===== src/sv/rau_pkg.sv =====
// rau_pkg: shared types and codes for the rational arithmetic unit.
// Used by rau_ctrl, rau_datapath, rational_arith_unit and rau_checker.
package rau_pkg;

   localparam logic [1:0] CMD_ADD = 2'd0;
   localparam logic [1:0] CMD_SUB = 2'd1;
   localparam logic [1:0] CMD_MUL = 2'd2;
   localparam logic [1:0] CMD_DIV = 2'd3;

   localparam logic [1:0] STAT_OK       = 2'd0;
   localparam logic [1:0] STAT_DIV_ZERO = 2'd1;
   localparam logic [1:0] STAT_OVERFLOW = 2'd2;

   localparam logic [1:0] MSTEP_N0  = 2'd0;
   localparam logic [1:0] MSTEP_N1  = 2'd1;
   localparam logic [1:0] MSTEP_DEN = 2'd2;

   typedef struct packed {
      logic [1:0]         cmd;
      logic signed [31:0] a_num;
      logic signed [31:0] a_den;
      logic signed [31:0] b_num;
      logic signed [31:0] b_den;
   } req_type;

   typedef struct packed {
      logic signed [31:0] res_num;
      logic signed [31:0] res_den;
      logic [1:0]         status;
   } rsp_type;

   typedef struct packed {
      logic       load;
      logic       mul_en;
      logic [1:0] mul_step;
      logic       combine;
      logic       gcd_init;
      logic       gcd_step;
      logic       g_load;
      logic       div_init;
      logic       div_step;
      logic       div_den;
      logic       emit;
   } ctrl_cmd_type;

   typedef struct packed {
      logic den_zero;
      logic gcd_done;
      logic div_last;
   } ctrl_stat_type;

endpackage


===== src/sv/rau_ctrl.sv =====
// rau_ctrl: sequencing state machine for the rational arithmetic unit.
// Depends on rau_pkg; drives rau_datapath through ctrl_cmd_type.
module rau_ctrl import rau_pkg::*; (
   input  logic          clock,
   input  logic          reset,
   input  logic          start,
   output logic          busy,
   input  ctrl_stat_type stat,
   output ctrl_cmd_type  cmd
);

   localparam logic [3:0] S_IDLE  = 4'd0;
   localparam logic [3:0] S_MUL0  = 4'd1;
   localparam logic [3:0] S_MUL1  = 4'd2;
   localparam logic [3:0] S_MUL2  = 4'd3;
   localparam logic [3:0] S_COMB  = 4'd4;
   localparam logic [3:0] S_GINIT = 4'd5;
   localparam logic [3:0] S_GCD   = 4'd6;
   localparam logic [3:0] S_GFIN  = 4'd7;
   localparam logic [3:0] S_DIVN  = 4'd8;
   localparam logic [3:0] S_DINIT = 4'd9;
   localparam logic [3:0] S_DIVD  = 4'd10;
   localparam logic [3:0] S_DONE  = 4'd11;

   logic [3:0] state_ff, state_in;

   always_ff @(posedge clock) begin
      if (reset) begin
         state_ff <= S_IDLE;
      end else begin
         state_ff <= state_in;
      end
   end

   assign busy = (state_ff != S_IDLE);

   always_comb begin
      state_in = state_ff;
      cmd      = '0;
      unique case (state_ff)
         S_IDLE: begin
            if (start) begin
               cmd.load = 1'b1;
               state_in = S_MUL0;
            end
         end
         S_MUL0: begin
            cmd.mul_en   = 1'b1;
            cmd.mul_step = MSTEP_N0;
            state_in     = S_MUL1;
         end
         S_MUL1: begin
            cmd.mul_en   = 1'b1;
            cmd.mul_step = MSTEP_N1;
            state_in     = S_MUL2;
         end
         S_MUL2: begin
            cmd.mul_en   = 1'b1;
            cmd.mul_step = MSTEP_DEN;
            state_in     = S_COMB;
         end
         S_COMB: begin
            cmd.combine = 1'b1;
            state_in    = stat.den_zero ? S_DONE : S_GINIT;
         end
         S_GINIT: begin
            cmd.gcd_init = 1'b1;
            state_in     = S_GCD;
         end
         S_GCD: begin
            if (stat.gcd_done) begin
               state_in = S_GFIN;
            end else begin
               cmd.gcd_step = 1'b1;
            end
         end
         S_GFIN: begin
            cmd.g_load   = 1'b1;
            cmd.div_init = 1'b1;
            state_in     = S_DIVN;
         end
         S_DIVN: begin
            cmd.div_step = 1'b1;
            if (stat.div_last) state_in = S_DINIT;
         end
         S_DINIT: begin
            cmd.div_init = 1'b1;
            cmd.div_den  = 1'b1;
            state_in     = S_DIVD;
         end
         S_DIVD: begin
            cmd.div_step = 1'b1;
            cmd.div_den  = 1'b1;
            if (stat.div_last) state_in = S_DONE;
         end
         S_DONE: begin
            cmd.emit = 1'b1;
            state_in = S_IDLE;
         end
         default: begin
            state_in = S_IDLE;
         end
      endcase
   end

endmodule


===== config.mk =====
export PLATFORM = sky130hd
export DESIGN_NAME = rau_ctrl
export DESIGN_NICKNAME = d
export VERILOG_FILES = /design/src/sv/rau_pkg.sv /design/src/sv/rau_ctrl.sv
export SDC_FILE = /design/constraint.sdc
export NUM_CORES = 1
export LEC_CHECK = 0
export BUFFER_PORTS_ARGS = -buffer_cell sky130_fd_sc_hd__buf_4
export CAP_MARGIN = 20
export CORE_AREA = 2 2 39 41
export DETAILED_ROUTE_END_ITERATION = 16
export DIE_AREA = 0 0 41 43
export GPL_TIMING_DRIVEN = 1
export PLACE_DENSITY = 0.53
export SYNTH_ARGS = -nofsm -noshare
export SYNTH_HDL_FRONTEND = slang
export SYNTH_SLANG_ARGS = --single-unit
export TNS_END_PERCENT = 30

===== constraint.sdc =====
create_clock -name clock -period 1.6 [get_ports clock]
set_input_delay 0.08 -clock clock [delete_from_list [all_inputs] [get_ports clock]]
set_output_delay 0.08 -clock clock [all_outputs]
set_load 0.01 [all_outputs]

==> impl_metrics.csv, run 1 <==
group,metric,value,unit
synthesis,postSynthCellCount,47,
floorplan,dieArea,0.00176,mm2
synthesis,ys_warn_count,0,
timing,worst_clock_skew,0.00262,ns
global_routing,overflow,0,
timing,fmax,704,MHz
placed_design,gp_congestion,0.668,
global_routing,grt_max_degree,14,
timing,slew_violations,0,
timing,rsz0062_at_grt,"no",
detailed_routing,vias_per_cell,4.53,
clock_network,post_cts_buffers,0,
timing,setup_tns,0,ns
detailed_routing,routedWlPerCell,10.2,um
clock_network,clock-sinks,4,
finish,num_antenna_cells,0,
floorplan,start_util,0.243,
global_routing,grt_pass1_wl,1270,um
placed_design,dpl-instance-area,492,um2
synthesis,yosysTopAreaCell,"dfxtp_1",
finish,final_area,515,um2
timing,slew_headroom,0.815,
pwr,power.density,751,mW/mm2
floorplan,chipHeight,43,um
global_routing,first_global_vias,301,
detailed_routing,routed_wl,850,um
timing,hold_viol,0,
clock_network,root_buffer,"clkbuf_4",
finish,area_growth,53.2,%
floorplan,die_x,41,um
run,drv_cap,0,
global_routing,groute.usage.overall,0.107,
synthesis,synth-async-reset-ratio,0,
floorplan,fp-row-count,14,
critical_path,crit_fanout,7,
clock_network,path_clk_slew,0.04,ns
finish,drive_above_1_share,0.403,
clock_network,cts_tree,"yes",
finish,finalNetCount,75,
synthesis,synth_area,337,um2
finish,largest-register,"state_ff",
timing,worstMarginPinSlew,0.276,ns
floorplan,io_pins,19,
critical_path,crit_arrival,1.34,ns
clock_network,clk-insertion-delay-late,0.23,ns
synthesis,synth_fp_nets,53,
critical_path,cp.required,1.52,ns
clock_network,cts_buffers,3,
timing,fin_crit,1.42,ns
clock_network,max-clock-path-buffers,2,
synthesis,netlist_top_cells_count,"nor2_1 (6), nor3_1 (5), a21oi_1 (4), dfxtp_1 (4), nand2_1 (4)",
synthesis,synth_top_area_frac,0.238,
synthesis,syn_avg_cell_area,7.16,um2
synthesis,synth_area_leaders,"dfxtp_1 (24%), nor3_1 (7.4%), nor2_1 (6.7%)",
finish,fin_util,0.373,
synthesis,synth-edff-count,0,
pwr,p_leak,0.249,nW
detailed_routing,routed-via-count,376,
detailed_routing,remaining_drc_errors,0,
clock_network,htreeDepth,1,
critical_path,start_kind,"flop",
global_routing,antenna_found_initial,0,
timing,post-route-period-util,0.887,
synthesis,synth-main-ff-cell,"dfxtp_1",
detailed_routing,dr.pass1.iters,4,
critical_path,end_kind,"output pin",
finish,biggestRegsByFlops,"state_ff x4",
clock_network,cts_hold_buf,0,
placed_design,numPortBuffers,18,
timing,setup_viol,0,
outcome,status,"finished clean",
floorplan,coreArea,0.00138,mm2
synthesis,synth_cell_type_count,21,
placed_design,hpwlAfterDp,674,um
synthesis,synth_seq_cells,4,
critical_path,crit_type,"flop to output pin",
detailed_routing,detail-route-antenna-nets,0,
finish,largest_reg_flops,4,
synthesis,synth.most_common_cell,"nor2_1",
synthesis,seq_area_frac_synth,0.238,
detailed_routing,drtIter0Drc,5,
worst_hold_path,hold_path.class,"input pin to flop",
clock_network,cts_resized,0,
pwr,irDropWorstVdd,320,uV
worst max-delay path, stage by stage (launching register included):
cell	delay [ns]
dfxtp_1	0.36
or4_4	0.52
nor2_1	0.10
buf_4	0.12
metal layers:
metal / track usage / wire length, um / vias to the layer above
met2: 0.147 / 385 / 13
met5: 0 / 0 / -
li1: - / - / 202
met4: 0.0600 / 0 / 0
met3: 0.0471 / 79 / 0
met1: 0.135 / 385 / 161
cell type report:
type | count | area (um2)
repair buffers | 21 | 158
fillers | 156 | 868
flip-flops and latches | 4 | 81.3
multi-input cells | 36 | 223
clock buffers | 3 | 22.5
well taps | 16 | 20.0
inverters | 3 | 11.3
path summary, 6_finish.rpt:
| path | startpoint | endpoint | slack (ns) | cells past startpoint |
|---|---|---|---|---|
| min | reset | state_ff[2]$_SDFFE_PP0P_ | 0.05 | 2 |
| max reg2reg | state_ff[3]$_SDFFE_PP0P_ | state_ff[0]$_SDFFE_PP0P_ | 0.39 | 3 |
| max | state_ff[3]$_SDFFE_PP0P_ | cmd[11] | 0.18 | 3 |
| min reg2reg | state_ff[3]$_SDFFE_PP0P_ | state_ff[2]$_SDFFE_PP0P_ | 0.57 | 1 |
cell families after synthesis:
kind of cell | count (synthesis) | synth area share
muxes | 1 | 0.0297
DFF | 4 | 0.238
buffers and inverters | 7 | 0.100
AOI/OAI and AO/OA | 7 | 0.152
xor gates and xnor gates | 2 | 0.0521
and+or+nand+nor | 26 | 0.428
per-stage QoR:
stage               std cells  power (mW)  hold WS (ns)  worst slack, ns
global placement           80       0.265         0.288            0.357
detailed placement         80       0.266         0.291            0.320
finish                     83       0.387        0.0489            0.180
floorplan                  47       0.210         0.159            0.383
CTS                        83       0.396        0.0421           0.0634
global route               83       0.418        0.0443           0.0873
where the power goes:
group | total (mW) | internal, mW | switching, mW
Sequential | 0.122 | 0.110 | 0.0125
Combinational | 0.141 | 0.0745 | 0.0668
Clock | 0.124 | 0.0838 | 0.0398
cell usage in the layout (no fill, tap or decap), drive strengths merged:
master and count:
a21o 1, a21oi 4, and2 1, and3b 1, buf 21, clkbuf 3
dfxtp 4, inv 3, mux2i 1, nand2 4, nand2b 3, nor2 6
nor3 5, nor3b 3, nor4 1, o221ai 1, o31a 1, or2b 1
or4 1, xnor2 1, xor2 1
(Power assumes the default switching activity.)
==> inputs of run 2 (changes only) <==
--- a/config.mk
+++ b/config.mk
@@ -5,7 +5,7 @@
 export SDC_FILE = /design/constraint.sdc
 export NUM_CORES = 1
 export LEC_CHECK = 0
-export BUFFER_PORTS_ARGS = -buffer_cell sky130_fd_sc_hd__buf_4
+export BUFFER_PORTS_ARGS = -buffer_cell sky130_fd_sc_hd__buf_2
 export CAP_MARGIN = 20
 export CORE_AREA = 2 2 39 41
 export DETAILED_ROUTE_END_ITERATION = 16
==> run 2 against run 1 <==
Sequential power about the same. Clock skew down 0.0012 ns. Clock-buffer cell count unchanged. Global-route usage up 0.70 points. Final area down 10%. Critical path depth unchanged. Total power down 4.6%. Highest routed layer unchanged.
==> impl_metrics.csv, run 2 (synthesized netlist as in run 1, its figures left out) <==
group,metric,value,unit
clock_network,clock-sinks,4,
pwr,power.density,798,mW/mm2
floorplan,coreArea,0.00138,mm2
pwr,irDropWorstVdd,288,uV
timing,slew_violations,0,
pwr,seq_power_share,0.339,
timing,hold_viol,0,
finish,biggestRegsByFlops,"state_ff x4",
detailed_routing,routed-via-count,378,
clock_network,cts_buffers,3,
finish,fillers,167,
worst_hold_path,hold_path.class,"input pin to flop",
pwr,sw_frac_of_total,0.316,
finish,finalNetCount,74,
critical_path,r2r-start,"state_ff[3]$_SDFFE_PP0P_",
critical_path,crit_arrival,1.42,ns
worst_hold_path,hold_start,"reset",
timing,setup_tns,0,ns
global_routing,first_global_vias,320,
detailed_routing,drtIter0Drc,2,
pwr,power.internal,0.252,mW
detailed_routing,dr.pass1.iters,3,
floorplan,chipHeight,43,um
finish,mostFrequentLayoutCells,"buf_2 (18), nor2_1 (6), nor3_1 (5), nand2_1 (4), a21oi_1 (4)",
detailed_routing,routed_wl,886,um
detailed_routing,remaining_drc_errors,0,
timing,worstMarginPinSlew,0.396,ns
pwr,p_leak,0.239,nW
detailed_routing,routedWlPerCell,10.8,um
finish,final_common_cell,"buf_2",
global_routing,grt_pass1_wl,1380,um
timing,fin_crit,1.50,ns
clock_network,path_clk_slew,0.04,ns
finish,final_cells,82,
global_routing,antenna_found_initial,0,
global_routing,top_usage_layer,"met2",
critical_path,start_kind,"flop",
global_routing,met2_usage,0.169,
timing,fmax,665,MHz
placed_design,hpwlAfterDp,698,um
timing,post-route-period-util,0.939,
global_routing,use_met3,0.0314,
timing,setup_viol,0,
placed_design,numPortBuffers,18,
clock_network,cts_hold_buf,0,
global_routing,groute.usage.overall,0.114,
timing,rsz0062_at_grt,"no",
placed_design,gp_congestion,0.643,
timing,slew_headroom,0.736,
critical_path,cp.required,1.52,ns
clock_network,cts_tree,"yes",
clock_network,post_cts_buffers,0,
critical_path,regToRegSetupSlack,0.28,ns
detailed_routing,vias_per_cell,4.61,
critical_path,rr_worst_depth,3,
floorplan,dieArea,0.00176,mm2
clock_network,clk-insertion-delay-late,0.23,ns
finish,largest_reg_flops,4,
finish,drive_above_1_share,0.394,
finish,num_antenna_cells,0,
critical_path,crit_type,"flop to output pin",
finish,area_growth,37.5,%
clock_network,root_buffer,"clkbuf_4",
clock_network,htreeDepth,1,
critical_path,crit_start,"state_ff[3]$_SDFFE_PP0P_",
detailed_routing,detail-route-antenna-nets,0,
placed_design,placed_cells,79,
pwr,switchingPower,0.117,mW
global_routing,grt_max_degree,13,
floorplan,io_pins,19,
global_routing,overflow,0,
critical_path,crit_fanout,12,
finish,largest-register,"state_ff",
clock_network,max-clock-path-buffers,2,
timing,worst_clock_skew,0.00145,ns
run,drv_cap,0,
clock_network,cts_resized,0,
global_routing,grt_use_met1,0.145,
pwr,combPwrFrac,0.333,
floorplan,die_x,41,um
floorplan,fp-row-count,14,
floorplan,start_util,0.243,
critical_path,r2r-end,"state_ff[0]$_SDFFE_PP0P_",
critical_path,cp-endpoint,"cmd[11]",
critical_path,end_kind,"output pin",
outcome,status,"finished clean",
pwr,clock_power_share,0.328,
run 2: cell types whose count changed in the layout (fill, tap and decap cells not counted):
cell   delta
buf_2    +18
buf_4    -19
run 2: critical path, cell delays in order (launching register included):
cell and delay [ns]:
dfxtp_1 0.42, or4_4 0.54, nor2_1 0.10, buf_2 0.13
run 2: how the worst min path moves through the flow:
stage | slack [ns] | depth (start not counted) | to
floorplan | 0.16 | 1 | state_ff[2]$_SDFFE_PP0P_
global placement | 0.31 | 2 | state_ff[2]$_SDFFE_PP0P_
detailed placement | 0.31 | 2 | state_ff[2]$_SDFFE_PP0P_
CTS | 0.06 | 2 | state_ff[2]$_SDFFE_PP0P_
global route | 0.09 | 2 | state_ff[2]$_SDFFE_PP0P_
finish | 0.07 | 2 | state_ff[2]$_SDFFE_PP0P_
run 2: routing by layer:
layer	share of wire	routed length [um]	up-vias
li1	-	-	198
met1	0.48	423	167
met4	0	0	0
met2	0.44	391	13
met5	0	0	-
met3	0.080	71	0
run 2: final cells by class:
| cell class | instances | area [um2] | area share |
|---|---|---|---|
| multi-input combinational | 36 | 223 | 0.481 |
| timing repair buffer | 20 | 105 | 0.227 |
| sequential | 4 | 81.3 | 0.176 |
| clock buffer | 3 | 22.5 | 0.0486 |
| tap | 16 | 20.0 | 0.0432 |
| inverter | 3 | 11.3 | 0.0243 |
run 2: per-stage QoR:
step / total power [mW] / setup slack, ns / cell area, um2 / hold WS (ns) / utilization
after floorplan: 0.210 / 0.383 / 337 / 0.159 / -
after CTS: 0.377 / 0.0567 / 462 / 0.0647 / 0.334
after global placement: 0.247 / 0.304 / 439 / 0.310 / 0.317
after global routing: 0.405 / 0.0117 / 463 / 0.0872 / 0.335
final: 0.369 / 0.0971 / 463 / 0.0741 / 0.335
after detailed placement: 0.249 / 0.279 / 439 / 0.314 / 0.317
run 2: power by group through the flow:
| stage | Clock [mW] | Sequential [mW] | Combinational (mW) |
|---|---|---|---|
| 3_3_place_gp | 0 | 0.124 | 0.123 |
| 2_1_floorplan | 0 | 0.115 | 0.0947 |
| 6_report | 0.121 | 0.125 | 0.123 |
| 3_5_place_dp | 0 | 0.125 | 0.124 |
| 4_1_cts | 0.129 | 0.124 | 0.124 |
| 5_1_grt | 0.142 | 0.127 | 0.137 |
==> inputs of run 3 (changes only) <==
--- a/config.mk
+++ b/config.mk
@@ -11,7 +11,7 @@
 export DETAILED_ROUTE_END_ITERATION = 16
 export DIE_AREA = 0 0 41 43
 export GPL_TIMING_DRIVEN = 1
-export PLACE_DENSITY = 0.53
+export PLACE_DENSITY = 0.5
 export SYNTH_ARGS = -nofsm -noshare
 export SYNTH_HDL_FRONTEND = slang
 export SYNTH_SLANG_ARGS = --single-unit
==> run 3 against run 2 <==
Sequential share of layout area down 0.77 points. Final area up 3.0%. Global-route usage up 0.89 points. Via count up 8.2%. Setup slack better by 0.074 ns.
==> impl_metrics.csv, run 3 (synthesized netlist as in run 1, its figures left out) <==
group,metric,value,unit
timing,setup_tns,0,ns
clock_network,root_buffer,"clkbuf_4",
placed_design,hpwlAfterDp,723,um
pwr,clock_power_share,0.331,
finish,finalNetCount,76,
pwr,switchingPower,0.125,mW
clock_network,clk-insertion-delay-late,0.23,ns
finish,area_growth,41.6,%
global_routing,grt_pass1_wl,1390,um
clock_network,post_cts_buffers,0,
clock_network,cts_buffers,3,
pwr,p_leak,0.249,nW
timing,fmax,700,MHz
critical_path,crit_path_max_incr_delay,0.39,ns
finish,drive_above_1_share,0.397,
placed_design,gp_congestion,0.757,
timing,worst_clock_skew,0.00158,ns
timing,post-route-period-util,0.893,
timing,slew_violations,0,
clock_network,clock-sinks,4,
timing,worstMarginPinSlew,0.234,ns
detailed_routing,remaining_drc_errors,0,
outcome,status,"finished clean",
floorplan,coreArea,0.00138,mm2
critical_path,start_kind,"flop",
floorplan,die_x,41,um
timing,slew_headroom,0.843,
timing,setup_viol,0,
floorplan,io_pins,19,
global_routing,overflow,0,
clock_network,cts_hold_buf,0,
critical_path,end_kind,"output pin",
pwr,power.internal,0.257,mW
pwr,combPwrFrac,0.362,
clock_network,max-clock-path-buffers,2,
global_routing,grt_max_degree,13,
floorplan,fp-row-count,14,
clock_network,cts_tree,"yes",
detailed_routing,dr.pass1.iters,6,
detailed_routing,drtIter0Drc,5,
detailed_routing,routed_wl,952,um
pwr,irDropWorstVdd,372,uV
detailed_routing,routed-via-count,409,
detailed_routing,vias_per_cell,4.87,
placed_design,placed_cells,81,
critical_path,crit_arrival,1.35,ns
critical_path,cp.required,1.52,ns
timing,rsz0062_at_grt,"no",
placed_design,numPortBuffers,18,
finish,num_antenna_cells,0,
global_routing,groute.usage.overall,0.123,
critical_path,cpLargestDelayFamily,"simple AND/OR/NAND/NOR gates",
clock_network,path_clk_slew,0.04,ns
worst_hold_path,hold_path.class,"input pin to flop",
run,drv_cap,0,
pwr,seq_power_share,0.307,
critical_path,cp_slowest_cell,"dfxtp_1",
floorplan,chipHeight,43,um
pwr,sw_frac_of_total,0.328,
pwr,power.density,802,mW/mm2
finish,mostFrequentLayoutCells,"buf_2 (18), nor2_1 (6), nor3_1 (5)",
clock_network,htreeDepth,1,
timing,fin_crit,1.43,ns
finish,final_common_cell,"buf_2",
critical_path,worstPathCellList,"or2b_1, mux2i_1, and2_1, buf_2",
timing,hold_viol,0,
detailed_routing,detail-route-antenna-nets,0,
finish,largest-register,"state_ff",
critical_path,crit_fanout,5,
detailed_routing,routedWlPerCell,11.3,um
critical_path,crit_type,"flop to output pin",
global_routing,antenna_found_initial,0,
floorplan,dieArea,0.00176,mm2
critical_path,critPathBufInv,1,
clock_network,cts_resized,0,
global_routing,first_global_vias,316,
finish,largest_reg_flops,4,
finish,biggestRegsByFlops,"state_ff x4",
floorplan,start_util,0.243,
finish,final_cells,84,
run 3: cell type report:
| cell class | count | area [um2] |
|---|---|---|
| fill | 171 | 907 |
| multi-input combinational | 36 | 223 |
| timing repair buffer | 22 | 120 |
| sequential | 4 | 80.1 |
| clock buffer | 3 | 22.5 |
| tap | 16 | 20.0 |
| inverter | 3 | 11.3 |
run 3: stage by stage:
step,hold WS [ns],utilization,cell area [um2],setup slack [ns],power [mW]
2_1_floorplan,0.159,-,337,0.383,0.210
3_3_place_gp,0.310,0.328,454,0.422,0.256
3_5_place_dp,0.319,0.328,454,0.389,0.257
4_1_cts,0.0705,0.344,477,0.169,0.388
5_1_grt,0.0782,0.344,477,0.0632,0.408
6_report,0.0718,0.344,477,0.172,0.382
run 3: metal layers:
layer  global-route usage  vias up  part of all wire  wire length (um)
li1                     -      204                 -                 -
met1                0.138      185              0.43               409
met2                0.175       18              0.45               430
met3               0.0471        2             0.098                93
met4                0.100        0             0.019                18
met5                    0        -                 0                 0
run 3: path summary, 6_finish.rpt:
path                                          startpoint                  endpoint  slack [ns]  depth (start not counted)
worst min register to register  state_ff[2]$_SDFFE_PP0P_  state_ff[0]$_SDFFE_PP0P_        0.49                          1
worst max register to register  state_ff[2]$_SDFFE_PP0P_  state_ff[0]$_SDFFE_PP0P_        0.38                          3
worst max-delay path            state_ff[1]$_SDFFE_PP0P_                    cmd[3]        0.17                          4
worst min-delay path                               reset  state_ff[2]$_SDFFE_PP0P_        0.07                          2
run 3: power groups by stage:
stage,combinational (mW),sequential (mW),clock (mW)
6_report,0.138,0.117,0.127
5_1_grt,0.152,0.119,0.137
4_1_cts,0.139,0.117,0.132
3_5_place_dp,0.138,0.119,0
3_3_place_gp,0.137,0.119,0
2_1_floorplan,0.0947,0.115,0
run 3: worst register-to-register path: stages, from the launching register on:
cell and delay (ns):
dfxtp_1 0.32, or4_4 0.56, o221ai_2 0.16, a21oi_1 0.06
